--- config.mk ---
export PLATFORM = sky130hd
export DESIGN_NAME = cascaded_block_average_decimator
export DESIGN_NICKNAME = d
export VERILOG_FILES = /design/src/hw/rtl/cbad_pkg.sv /design/src/hw/rtl/cbad_serial_adder.sv /design/src/hw/rtl/cbad_serial_divider.sv /design/src/hw/rtl/cascaded_block_average_decimator.sv
export VERILOG_INCLUDE_DIRS = /design/src /design/src/hw/rtl
export SDC_FILE = /design/constraint.sdc
export NUM_CORES = 1
export LEC_CHECK = 0
export BUFFER_PORTS_ARGS = -buffer_cell sky130_fd_sc_hd__buf_2
export CAP_MARGIN = 20
export CORE_MARGIN = 2
export CORE_UTILIZATION = 43
export DETAILED_ROUTE_END_ITERATION = 10
export PLACE_DENSITY = 0.61
export SLEW_MARGIN = 20
export SYNTH_ARGS = -nofsm -noshare
export SYNTH_HDL_FRONTEND = slang
export SYNTH_HIERARCHICAL = 1
export SYNTH_SLANG_ARGS = --single-unit
--- constraint.sdc ---
create_clock -name clk -period 5.05 [get_ports clk]
set_input_delay 0.505 -clock clk [delete_from_list [all_inputs] [get_ports clk]]
set_output_delay 0.505 -clock clk [all_outputs]
set_load 0.02 [all_outputs]
--- src/hw/rtl/cascaded_block_average_decimator_macros.svh ---
// Assertion macros shared by the decimator RTL.
// Each macro expects clk and rst_n in scope.
`ifndef CASCADED_BLOCK_AVERAGE_DECIMATOR_MACROS_SVH
`define CASCADED_BLOCK_AVERAGE_DECIMATOR_MACROS_SVH

// Consequent must hold in the same cycle as the antecedent.
`define CBAD_ASSERT_SAME(label, ante, cons, msg) \
    label: assert property (@(posedge clk) disable iff (!rst_n) (ante) |-> (cons)) \
        else $error(msg);

// Consequent must hold in the cycle after the antecedent.
`define CBAD_ASSERT_NEXT(label, ante, cons, msg) \
    label: assert property (@(posedge clk) disable iff (!rst_n) (ante) |=> (cons)) \
        else $error(msg);

`endif

--- src/hw/rtl/cbad_pkg.sv ---
`timescale 1ns / 1ps

package cbad_pkg;

    localparam int SAMPLE_BITS   = 16;
    localparam int TAG_BITS      = 8;
    localparam int CFG_INDEX_W   = 2;
    localparam int CFG_DATA_W    = 8;
    localparam int STAGE_COUNT_W = 3;
    localparam int BLOCK_SIZE_W  = 5;

    localparam logic [CFG_INDEX_W-1:0] CFG_STAGE_COUNT = 2'd0;
    localparam logic [CFG_INDEX_W-1:0] CFG_BLOCK_SIZE  = 2'd1;

    localparam logic [STAGE_COUNT_W-1:0] STAGE_COUNT_RESET = 3'd1;
    localparam logic [BLOCK_SIZE_W-1:0]  BLOCK_SIZE_RESET  = 5'd4;

    localparam logic [SAMPLE_BITS-1:0] SAMPLE_MAX = {SAMPLE_BITS{1'b1}};

    typedef struct packed {
        logic [SAMPLE_BITS-1:0] sample;
        logic [TAG_BITS-1:0]    variable_index;
    } item_t;

    typedef struct packed {
        logic [SAMPLE_BITS-1:0] average;
        logic [TAG_BITS-1:0]    variable_tag;
    } result_t;

    // Status of a bit-serial arithmetic unit.
    typedef struct packed {
        logic busy;
        logic done;
    } ser_status_t;

endpackage

--- src/hw/rtl/cbad_serial_adder.sv ---
`timescale 1ns / 1ps

// Bit-serial adder: operands shift out LSB first, one bit per cycle, and the
// sum shifts in from the top. The result is valid from the done pulse on.
module cbad_serial_adder
    import cbad_pkg::*;
#(
    parameter int WIDTH = 20
)
(
    input  logic             clk,
    input  logic             rst_n,
    input  logic             start,
    input  logic [WIDTH-1:0] a,
    input  logic [WIDTH-1:0] b,
    output ser_status_t      status,
    output logic [WIDTH-1:0] sum
);

    localparam int CNT_W = $clog2(WIDTH);

    logic [WIDTH-1:0] a_reg;
    logic [WIDTH-1:0] b_reg;
    logic [WIDTH-1:0] sum_reg;
    logic             carry_reg;
    logic [CNT_W-1:0] cnt_reg;
    logic             busy_reg;
    logic             done_reg;
    logic             sum_bit;
    logic             carry_next;

    assign sum_bit    = a_reg[0] ^ b_reg[0] ^ carry_reg;
    assign carry_next = (a_reg[0] & b_reg[0]) | (carry_reg & (a_reg[0] ^ b_reg[0]));

    always_ff @(posedge clk or negedge rst_n)
    begin
        if (!rst_n)
        begin
            busy_reg  <= 1'b0;
            done_reg  <= 1'b0;
            cnt_reg   <= '0;
            carry_reg <= 1'b0;
        end
        else
        begin
            done_reg <= 1'b0;
            if (start)
            begin
                busy_reg  <= 1'b1;
                cnt_reg   <= '0;
                carry_reg <= 1'b0;
            end
            else if (busy_reg)
            begin
                carry_reg <= carry_next;
                cnt_reg   <= cnt_reg + CNT_W'(1);
                if (cnt_reg == CNT_W'(WIDTH - 1))
                begin
                    busy_reg <= 1'b0;
                    done_reg <= 1'b1;
                end
            end
        end
    end

    always_ff @(posedge clk)
    begin
        if (start)
        begin
            a_reg <= a;
            b_reg <= b;
        end
        else if (busy_reg)
        begin
            a_reg   <= {1'b0, a_reg[WIDTH-1:1]};
            b_reg   <= {1'b0, b_reg[WIDTH-1:1]};
            sum_reg <= {sum_bit, sum_reg[WIDTH-1:1]};
        end
    end

    assign status.busy = busy_reg;
    assign status.done = done_reg;
    assign sum         = sum_reg;

endmodule

--- src/hw/rtl/cbad_serial_divider.sv ---
`timescale 1ns / 1ps

// Restoring divider that produces one quotient bit per cycle, MSB first.
// The quotient shifts into the dividend register as the dividend shifts out.
module cbad_serial_divider
    import cbad_pkg::*;
#(
    parameter int WIDTH = 20,
    parameter int DIV_W = 5
)
(
    input  logic             clk,
    input  logic             rst_n,
    input  logic             start,
    input  logic [WIDTH-1:0] dividend,
    input  logic [DIV_W-1:0] divisor,
    output ser_status_t      status,
    output logic [WIDTH-1:0] quotient
);

    localparam int CNT_W = $clog2(WIDTH);

    logic [WIDTH-1:0] dvd_reg;
    logic [DIV_W-1:0] dvs_reg;
    logic [DIV_W-1:0] rem_reg;
    logic [CNT_W-1:0] cnt_reg;
    logic             busy_reg;
    logic             done_reg;
    logic [DIV_W:0]   rem_shift;
    logic [DIV_W:0]   diff;
    logic             q_bit;

    assign rem_shift = {rem_reg, dvd_reg[WIDTH-1]};
    assign diff      = rem_shift - {1'b0, dvs_reg};
    assign q_bit     = ~diff[DIV_W];

    always_ff @(posedge clk or negedge rst_n)
    begin
        if (!rst_n)
        begin
            busy_reg <= 1'b0;
            done_reg <= 1'b0;
            cnt_reg  <= '0;
        end
        else
        begin
            done_reg <= 1'b0;
            if (start)
            begin
                busy_reg <= 1'b1;
                cnt_reg  <= '0;
            end
            else if (busy_reg)
            begin
                cnt_reg <= cnt_reg + CNT_W'(1);
                if (cnt_reg == CNT_W'(WIDTH - 1))
                begin
                    busy_reg <= 1'b0;
                    done_reg <= 1'b1;
                end
            end
        end
    end

    always_ff @(posedge clk)
    begin
        if (start)
        begin
            dvd_reg <= dividend;
            dvs_reg <= divisor;
            rem_reg <= '0;
        end
        else if (busy_reg)
        begin
            dvd_reg <= {dvd_reg[WIDTH-2:0], q_bit};
            rem_reg <= q_bit ? diff[DIV_W-1:0] : rem_shift[DIV_W-1:0];
        end
    end

    assign status.busy = busy_reg;
    assign status.done = done_reg;
    assign quotient    = dvd_reg;

endmodule

--- src/hw/rtl/cascaded_block_average_decimator.sv ---
// Throughput: one item at a time; a new item is taken only once the bit-serial adder, the
// divider and the output are through with the last. SUM_W = 16 + clog2(MAX_BLOCK), 20 by default.
// Reset: asynchronous, active low; clears all stage sums and positions, the latest
// average and the output valid, and restores stage_count = 1 and block_size = 4.
`timescale 1ns / 1ps

`include "cascaded_block_average_decimator_macros.svh"

module cascaded_block_average_decimator
    import cbad_pkg::*;
#(
    parameter int MAX_STAGES = 4,
    parameter int MAX_BLOCK  = 16
)
(
    input  logic                   clk,
    input  logic                   rst_n,
    input  logic                   item_valid,
    output logic                   item_stall,
    input  item_t                  item,
    output logic                   result_valid,
    input  logic                   result_stall,
    output result_t                result,
    input  logic                   cfg_valid,
    output logic                   cfg_ready,
    input  logic [CFG_INDEX_W-1:0] cfg_index,
    input  logic [CFG_DATA_W-1:0]  cfg_data
);

    // Widths that follow from the parameters. A stored position never exceeds
    // MAX_BLOCK - 1, and a stage sum never covers more than MAX_BLOCK samples.
    localparam int POS_W   = $clog2(MAX_BLOCK + 1);
    localparam int SUM_W   = SAMPLE_BITS + $clog2(MAX_BLOCK);
    localparam int STAGE_W = (MAX_STAGES > 1) ? $clog2(MAX_STAGES) : 1;
    localparam int NSTG_W  = $clog2(MAX_STAGES + 1);

    // Sequencer states.
    localparam int STATE_W = 3;
    localparam logic [STATE_W-1:0] ST_IDLE = 3'd0;
    localparam logic [STATE_W-1:0] ST_LOAD = 3'd1;
    localparam logic [STATE_W-1:0] ST_ADD  = 3'd2;
    localparam logic [STATE_W-1:0] ST_DIV  = 3'd3;
    localparam logic [STATE_W-1:0] ST_OUT  = 3'd4;

    logic [STATE_W-1:0]       state_reg;
    logic [STAGE_W-1:0]       stage_reg;
    logic [SAMPLE_BITS-1:0]   value_reg;
    logic [TAG_BITS-1:0]      tag_reg;

    logic [STAGE_COUNT_W-1:0] stage_count_reg;
    logic [BLOCK_SIZE_W-1:0]  block_size_reg;

    logic [SUM_W-1:0]         stage_sum_reg [MAX_STAGES];
    logic [POS_W-1:0]         stage_pos_reg [MAX_STAGES];

    logic [SAMPLE_BITS-1:0]   latest_average_reg;
    logic [TAG_BITS-1:0]      result_tag_reg;
    logic                     result_valid_reg;

    logic [NSTG_W-1:0]        used_stages;
    logic [POS_W-1:0]         used_block;
    logic [POS_W-1:0]         pos_inc;
    logic                     block_full;
    logic                     stage_last;
    logic                     item_xfer;
    logic                     out_free;

    logic                     add_start;
    logic [SUM_W-1:0]         add_sum;
    ser_status_t              add_status;
    logic                     div_start;
    logic [SUM_W-1:0]         div_quotient;
    ser_status_t              div_status;
    logic [SAMPLE_BITS-1:0]   quotient_sat;

    // ------------------------------------------------------------------
    // Configuration port. Writes are always taken; an index that names no
    // register is ignored. Only the low bits of the data are kept.
    // ------------------------------------------------------------------
    assign cfg_ready = 1'b1;

    always_ff @(posedge clk or negedge rst_n)
    begin
        if (!rst_n)
        begin
            stage_count_reg <= STAGE_COUNT_RESET;
            block_size_reg  <= BLOCK_SIZE_RESET;
        end
        else if (cfg_valid && cfg_ready)
        begin
            unique case (cfg_index)
                CFG_STAGE_COUNT: stage_count_reg <= cfg_data[STAGE_COUNT_W-1:0];
                CFG_BLOCK_SIZE:  block_size_reg  <= cfg_data[BLOCK_SIZE_W-1:0];
                default:         ;
            endcase
        end
    end

    // Effective stage count and block size: zero means one, and values above
    // the built-in maximum saturate to it.
    always_comb
    begin
        if (stage_count_reg == '0)
            used_stages = NSTG_W'(1);
        else if (int'(stage_count_reg) > MAX_STAGES)
            used_stages = NSTG_W'(MAX_STAGES);
        else
            used_stages = NSTG_W'(stage_count_reg);

        if (block_size_reg == '0)
            used_block = POS_W'(1);
        else if (int'(block_size_reg) > MAX_BLOCK)
            used_block = POS_W'(MAX_BLOCK);
        else
            used_block = POS_W'(block_size_reg);
    end

    // ------------------------------------------------------------------
    // Datapath. The current stage's running sum and the value entering it
    // go through the serial adder. If the stage's block is then full, the
    // new sum goes through the serial divider and the quotient becomes the
    // value for the next stage. A lowered block size can leave more samples
    // in a sum than the divisor, so the quotient saturates to the sample range.
    // ------------------------------------------------------------------
    assign pos_inc    = stage_pos_reg[stage_reg] + POS_W'(1);
    assign block_full = (pos_inc >= used_block);
    assign stage_last = ((NSTG_W'(stage_reg) + NSTG_W'(1)) == used_stages);

    assign add_start = (state_reg == ST_LOAD);
    assign div_start = (state_reg == ST_ADD) && add_status.done && block_full;

    assign quotient_sat = (div_quotient > SUM_W'(SAMPLE_MAX)) ? SAMPLE_MAX
                                                              : SAMPLE_BITS'(div_quotient);

    cbad_serial_adder #(
        .WIDTH (SUM_W)
    ) u_adder (
        .clk    (clk),
        .rst_n  (rst_n),
        .start  (add_start),
        .a      (stage_sum_reg[stage_reg]),
        .b      (SUM_W'(value_reg)),
        .status (add_status),
        .sum    (add_sum)
    );

    cbad_serial_divider #(
        .WIDTH (SUM_W),
        .DIV_W (POS_W)
    ) u_divider (
        .clk      (clk),
        .rst_n    (rst_n),
        .start    (div_start),
        .dividend (add_sum),
        .divisor  (used_block),
        .status   (div_status),
        .quotient (div_quotient)
    );

    // ------------------------------------------------------------------
    // Handshakes. A new input transfer is taken only while the sequencer is
    // idle. The output register frees the sequencer from the output side: a
    // finished result may wait there while the next item is processed.
    // ------------------------------------------------------------------
    assign item_stall = (state_reg != ST_IDLE);
    assign item_xfer  = item_valid && !item_stall;
    assign out_free   = !result_valid_reg || !result_stall;

    // ------------------------------------------------------------------
    // Sequencer and stage state.
    // ------------------------------------------------------------------
    always_ff @(posedge clk or negedge rst_n)
    begin
        if (!rst_n)
        begin
            state_reg          <= ST_IDLE;
            stage_reg          <= '0;
            latest_average_reg <= '0;
            result_valid_reg   <= 1'b0;
            for (int k = 0; k < MAX_STAGES; k++)
            begin
                stage_sum_reg[k] <= '0;
                stage_pos_reg[k] <= '0;
            end
        end
        else
        begin
            if (!result_stall)
                result_valid_reg <= 1'b0;

            unique case (state_reg)
                ST_IDLE:
                begin
                    if (item_xfer)
                    begin
                        stage_reg <= '0;
                        state_reg <= ST_LOAD;
                    end
                end
                ST_LOAD:
                begin
                    state_reg <= ST_ADD;
                end
                ST_ADD:
                begin
                    if (add_status.done)
                    begin
                        if (block_full)
                        begin
                            stage_sum_reg[stage_reg] <= '0;
                            stage_pos_reg[stage_reg] <= '0;
                            state_reg                <= ST_DIV;
                        end
                        else
                        begin
                            stage_sum_reg[stage_reg] <= add_sum;
                            stage_pos_reg[stage_reg] <= pos_inc;
                            state_reg                <= ST_IDLE;
                        end
                    end
                end
                ST_DIV:
                begin
                    if (div_status.done)
                    begin
                        if (stage_last)
                        begin
                            state_reg <= ST_OUT;
                        end
                        else
                        begin
                            stage_reg <= stage_reg + STAGE_W'(1);
                            state_reg <= ST_LOAD;
                        end
                    end
                end
                ST_OUT:
                begin
                    if (out_free)
                    begin
                        latest_average_reg <= value_reg;
                        result_valid_reg   <= 1'b1;
                        state_reg          <= ST_IDLE;
                    end
                end
                default:
                begin
                    state_reg <= ST_IDLE;
                end
            endcase
        end
    end

    // Payload registers: the value moving down the cascade, its tag, and the
    // tag of the result held at the output.
    always_ff @(posedge clk)
    begin
        if (item_xfer)
        begin
            value_reg <= item.sample;
            tag_reg   <= item.variable_index;
        end
        else if ((state_reg == ST_DIV) && div_status.done)
        begin
            value_reg <= quotient_sat;
        end

        if ((state_reg == ST_OUT) && out_free)
            result_tag_reg <= tag_reg;
    end

    assign result_valid        = result_valid_reg;
    assign result.average      = latest_average_reg;
    assign result.variable_tag = result_tag_reg;

    // ------------------------------------------------------------------
    // Assertions.
    // ------------------------------------------------------------------
    `CBAD_ASSERT_SAME(a_units_exclusive, add_status.busy, !div_status.busy,
        "adder and divider busy at the same time")
    `CBAD_ASSERT_NEXT(a_accept_starts_load, item_xfer, state_reg == ST_LOAD,
        "accepted item did not start the cascade")
    `CBAD_ASSERT_SAME(a_out_only_after_last, state_reg == ST_OUT, stage_last,
        "result raised before the last stage in use")
    `CBAD_ASSERT_SAME(a_div_only_on_full, div_start, add_status.done && block_full,
        "division started for a stage whose block is not full")

endmodule
==> results of run 1 <==
-- where the power goes --
part	internal [mW]	switching [mW]
Sequential	2.89	0.356
Clock	1.07	0.811
Combinational	0.546	0.553
-- worst min-delay path by stage --
stage / from / end / slack (ps) / cells past startpoint
finish: item[1] / tag_reg[1] / 140 / 1
global route: item[1] / tag_reg[1] / 120 / 1
CTS: item[3] / tag_reg[3] / 120 / 1
detailed placement: rst_n / block_size_reg[1] / 370 / 1
global placement: rst_n / block_size_reg[3] / 370 / 1
floorplan: rst_n / block_size_reg[0] / 210 / 0
-- per-stage QoR --
step	util	std cells	setup slack, ps	hold slack (ps)
after floorplan	-	787	994	209
after global placement	0.460	1144	849	368
after detailed placement	0.460	1144	808	367
after CTS	0.492	1196	790	124
after global routing	0.492	1196	577	124
final	0.492	1196	845	143
-- routing by layer --
metal	part of all wire	vias up	track usage	routed length, microns
li1	-	3025	-	-
met1	0.48	3389	0.257	11400
met2	0.46	142	0.274	10800
met3	0.044	33	0.0269	1040
met4	0.016	2	0.0454	384
met5	0.00059	-	0	14
-- cell type report --
type,count,area (sq um),area share
multi-input combinational,450,3910,0.304
inverter,23,86.3,0.00671
clock buffer,44,792,0.0615
timing repair buffer,70,382,0.0297
clock inverter,7,35.0,0.00272
tap,335,419,0.0326
sequential,267,7250,0.563
-- cell usage in the layout (no fill, tap or decap), types with 6 or more instances in the layout --
cell type  instances
buf_4              8
buf_2             60
a22o_2            47
a21oi_1           21
dfrtp_1          142
a22o_1            50
mux2_2            70
inv_1             22
nand2_1           58
nor2_1            54
clkbuf_1          14
xnor2_1            6
xor2_1             6
mux4_2            22
ha_1              16
nand2b_1           6
edfxtp_1         117
clkbuf_16         29
-- worst max-delay path: cells and delay by family (launching register included) --
family / cells / cell delay [ps]
AO/OA/AOI/OAI: 2 / 850
adder cells (fa/ha/maj): 2 / 710
flip-flops: 1 / 530
multiplexers: 1 / 690
AND/OR/NAND/NOR: 3 / 1060
-- what timing repair did --
action / 4_1_cts / 5_1_grt
buffers inserted: 0 / 0
hold buffers: 1 / 0
hold endpoints to repair: 20 / 0
==> results.ini, run 1 <==
[critical_path]
crit_slowest_cell = mux4_1
startpoint_type = register
arrival_ps = 4410
rrSetupSlack_ps = 850
worst_r2r_startpoint = stage_reg[0]
crit_chain = mux4_1 > ha_1 > ha_1 > a2111oi_0 > nor2_1 > a221o_2 > and2_2 > or2_2
reg2reg_depth = 8
crit_start = stage_reg[0]
critical_path_class = reg -> reg
cp_slowest_stage_delay_ps = 690
endpoint = u_divider/quotient[14]
cp-end-kind = register
cp_common_cell = ha_1
cp_max_fo = 21
regToRegEndpoint = u_divider/quotient[14]
required_ps = 5260

[layout]
antenna_cells = 0
largest_reg_flops = 80
drive_above_1_share = 0.315
num-nets-final = 897
finalInstanceArea_sq_um = 12900
syn2layout_area_growth_pct = 11.9
fill_cells = 2297

[clock_tree]
clk_pin_slew_ps = 60
post_cts_resized = 0
cts_buffers = 28
htree_num_levels = 1
clockBufferDepth = 3
cts-root-buf = clkbuf_16
cts_tree = done
clock-sinks = 267
clkLatencyLatePin_ps = 540

[die]
die-area_sq_um = 28100
die_w_microns = 168
std_cell_rows = 59
coreArea_sq_um = 26100
ioPinCount = 66
die_h_microns = 168
initial_core_util = 0.440

[detailed_routing]
viasPerCell = 5.51
wl_per_cell_microns = 19.8
vias = 6591
firstDrtPassIters = 7
wl_mm = 23.7
drc = 9
drt_iter0_drc = 522
ant_nets = 0

[global_routing]
grt_max_degree = 73
grt_pass1_wl_mm = 38.7
grt_pass1_vias = 6911
antenna_found_initial = 1
grt_usage = 0.175
overflow = 0

[sta]
setup_violations = 0
timing.fmax_ghz = 0.238
post-route-period-util = 0.833
finalCriticalPeriod_ps = 4200
relSlewSlack = 0.360
finalMaxSlewViolations = 0
max_slew.worst_pin.slew_ps = 960
setup-tns-final_ps = 0
skew_ps = 14.4
hold_viol_final = 0
rsz0062_at_grt = no

[placement]
routabilityCongestion = 0.765
hpwl_mm = 13.9
port_buffers = 61
placed_area_sq_um = 12000

[logic_synthesis]
synth_warnings = 6
synth_area_sq_um = 11500
syn-mean-instance-area_sq_um = 14.7
synthCells = 784

[power_and_ir_drop]
p_total_mw = 6.23
power_density_nw_per_um2 = 484
p_leak_nw = 5.35
peakVddDrop_uv = 249

[outcome]
status = complete, but fails checks
violations = DRC

[min_path]
hold_path_class = in -> reg

[job]
drv_cap = 0

Note: power is estimated with default switching activity, not from simulation.
==> inputs of run 2 (changes only) <==
==> constraint.sdc (replaced) <==
create_clock -name clk -period 4.03 [get_ports clk]
set_input_delay 0.403 -clock clk [delete_from_list [all_inputs] [get_ports clk]]
set_output_delay 0.403 -clock clk [all_outputs]
set_load 0.02 [all_outputs]
==> run 2 against run 1 <==
Flip-flop and latch count stayed put. The flow still finishes with violations (DRC). Via count hardly changed. Critical path type unchanged. Core utilization is 0.73 points higher. Critical path depth is 1 higher. Clock power is 34% higher.
==> results.ini, run 2 (same netlist as run 1, synthesis figures left out) <==
[critical_path]
startpoint_type = register
required_ps = 4310  ; -950 ps
arrival_ps = 4000  ; -410 ps
regToRegEndpoint = u_divider/quotient[2]
reg2reg_depth = 9  ; +1
cp-end-kind = register
crit_start = stage_reg[0]
rrSetupSlack_ps = 310  ; -540 ps
critical_path_class = reg -> reg
cp_common_cell = ha_1
crit_slowest_cell = mux4_1
worst_r2r_startpoint = stage_reg[0]
cp_slowest_stage_delay_ps = 670  ; -20 ps
crit_chain = mux4_1 > ha_1 > ha_1 > a2111oi_0 > nor2_1 > a221o_2 > and2_1 > buf_4 > mux2_2
cp_max_fo = 18  ; -14%

[sta]
finalCriticalPeriod_ps = 3720  ; -482 ps
hold_viol_final = 0  ; unchanged
skew_ps = 20.8  ; +6.41 ps
setup-tns-final_ps = 0  ; unchanged
rsz0062_at_grt = no
timing.fmax_ghz = 0.269  ; +13%
post-route-period-util = 0.924  ; +0.0911
finalMaxSlewViolations = 0  ; unchanged
setup_ws_ps = 308  ; -538 ps
relSlewSlack = 0.306  ; -0.0542
setup_violations = 0  ; unchanged
whs_ps = 33.9  ; -109 ps
max_slew.worst_pin.slew_ps = 1040  ; +81.4 ps

[detailed_routing]
vias = 6597  ; +0.091%
firstDrtPassIters = 9  ; +2
drc = 11  ; +2
wl_mm = 23.7  ; about the same
ant_nets = 0  ; unchanged
wl_per_cell_microns = 19.6  ; -1.2%
viasPerCell = 5.45  ; -1.1%
drt_iter0_drc = 411  ; -21%

[clock_tree]
cts_tree = done
cts_buffers = 28  ; unchanged
hold_buffers = 1  ; unchanged
clk_pin_slew_ps = 60  ; about the same
post_cts_buffers = 0  ; unchanged
cts-root-buf = clkbuf_16
post_cts_resized = 0  ; unchanged
clockBufferDepth = 3  ; unchanged
htree_num_levels = 1  ; unchanged
clkLatencyLatePin_ps = 550  ; about the same
clock-sinks = 267  ; unchanged

[layout]
largest_reg_flops = 80  ; unchanged
antenna_cells = 0  ; unchanged
final_cell_mix = dfrtp_1 (142), edfxtp_1 (117), mux2_2 (70), buf_2 (60), nand2_1 (58)
syn2layout_area_growth_pct = 13.6
drive_above_1_share = 0.334  ; +0.0190
fill_cells = 2256  ; -1.8%
num-nets-final = 910  ; +1.4%
layout_commonest_cell = dfrtp_1

[outcome]
status = complete, but fails checks
violations = DRC

[die]
coreArea_sq_um = 26100  ; unchanged
die_w_microns = 168  ; unchanged
initial_core_util = 0.440  ; unchanged
std_cell_rows = 59  ; unchanged
die_h_microns = 168  ; unchanged
die-area_sq_um = 28100  ; unchanged
ioPinCount = 66  ; unchanged

[global_routing]
grt_usage = 0.174  ; -0.00109
grt_pass1_vias = 6874  ; -0.54%
grt_pass1_wl_mm = 38.9  ; +0.48%
antenna_found_initial = 0  ; -1
overflow = 0  ; unchanged
grt_max_degree = 88  ; +21%

[power_and_ir_drop]
power_density_nw_per_um2 = 610  ; +26%
peakVddDrop_uv = 331  ; +33%
p_leak_nw = 5.48  ; +2.3%

[placement]
place_ws_ps = 314  ; -494 ps
routabilityCongestion = 0.750  ; -2.0%
hpwl_mm = 14.4  ; +4.0%
port_buffers = 61  ; unchanged

[min_path]
min-delay-start = item[4]
min_path_cells = 1  ; unchanged
hold_path_class = in -> reg
hold_path_end = tag_reg[4]

[job]
drv_cap = 0  ; unchanged

==> run 2: cell count changes in the layout (fill, tap and decap cells not counted), sizes merged <==
cell	change
clkinv	+4
clkbuf	-3
bufinv	+2
clkinvlp	-2
buf	+13
==> run 2: how the worst max path moves through the flow <==
stage | to | cells past startpoint
4_1_cts | u_divider/quotient[2] | 11
5_1_grt | u_divider/quotient[3] | 12
6_report | u_divider/quotient[2] | 9
2_1_floorplan | u_divider/quotient[0] | 11
3_5_place_dp | u_divider/quotient[5] | 12
3_3_place_gp | u_divider/quotient[8] | 11
==> run 2: stage by stage <==
stage               std cells  cell area, sq um  power, mW   util
floorplan                 787             11500       5.04      -
global placement         1157             12200       5.48  0.465
detailed placement       1157             12200       5.53  0.465
CTS                      1210             13100       8.07  0.500
global route             1210             13100       8.41  0.500
finish                   1210             13100       7.97  0.500
==> run 2: final cells by class <==
| type | count | area, sq um | area share |
|---|---|---|---|
| Tap cell | 335 | 419 | 0.0321 |
| Clock inverter | 11 | 116 | 0.00891 |
| Timing Repair Buffer | 83 | 517 | 0.0396 |
| Clock buffer | 41 | 779 | 0.0597 |
| Inverter | 23 | 86.3 | 0.00661 |
| Sequential cell | 267 | 7250 | 0.555 |
| Multi-Input combinational cell | 450 | 3900 | 0.298 |
==> run 2: worst max-delay path, delay by kind of cell, from the launching register on <==
kind,cells,cell delay [ps]
adders and majority gates,2,720
buffers and inverters,1,260
AOI/OAI and AO/OA,2,730
and+or+nand+nor,2,390
DFF,1,410
muxes,2,950
==> run 2: layer usage <==
layer  routed length [microns]  part of all wire  track usage
met4                       336             0.014       0.0382
met3                      1100             0.047       0.0269
met5                         0                 0            0
met2                     11100              0.47        0.282
met1                     11200              0.47        0.249
==> run 2: report_power, final <==
group	switching, mW	total, mW	internal (mW)
Combinational	0.703	1.40	0.695
Sequential	0.435	4.06	3.63
Clock	1.04	2.51	1.47
Total	2.18	7.97	5.79
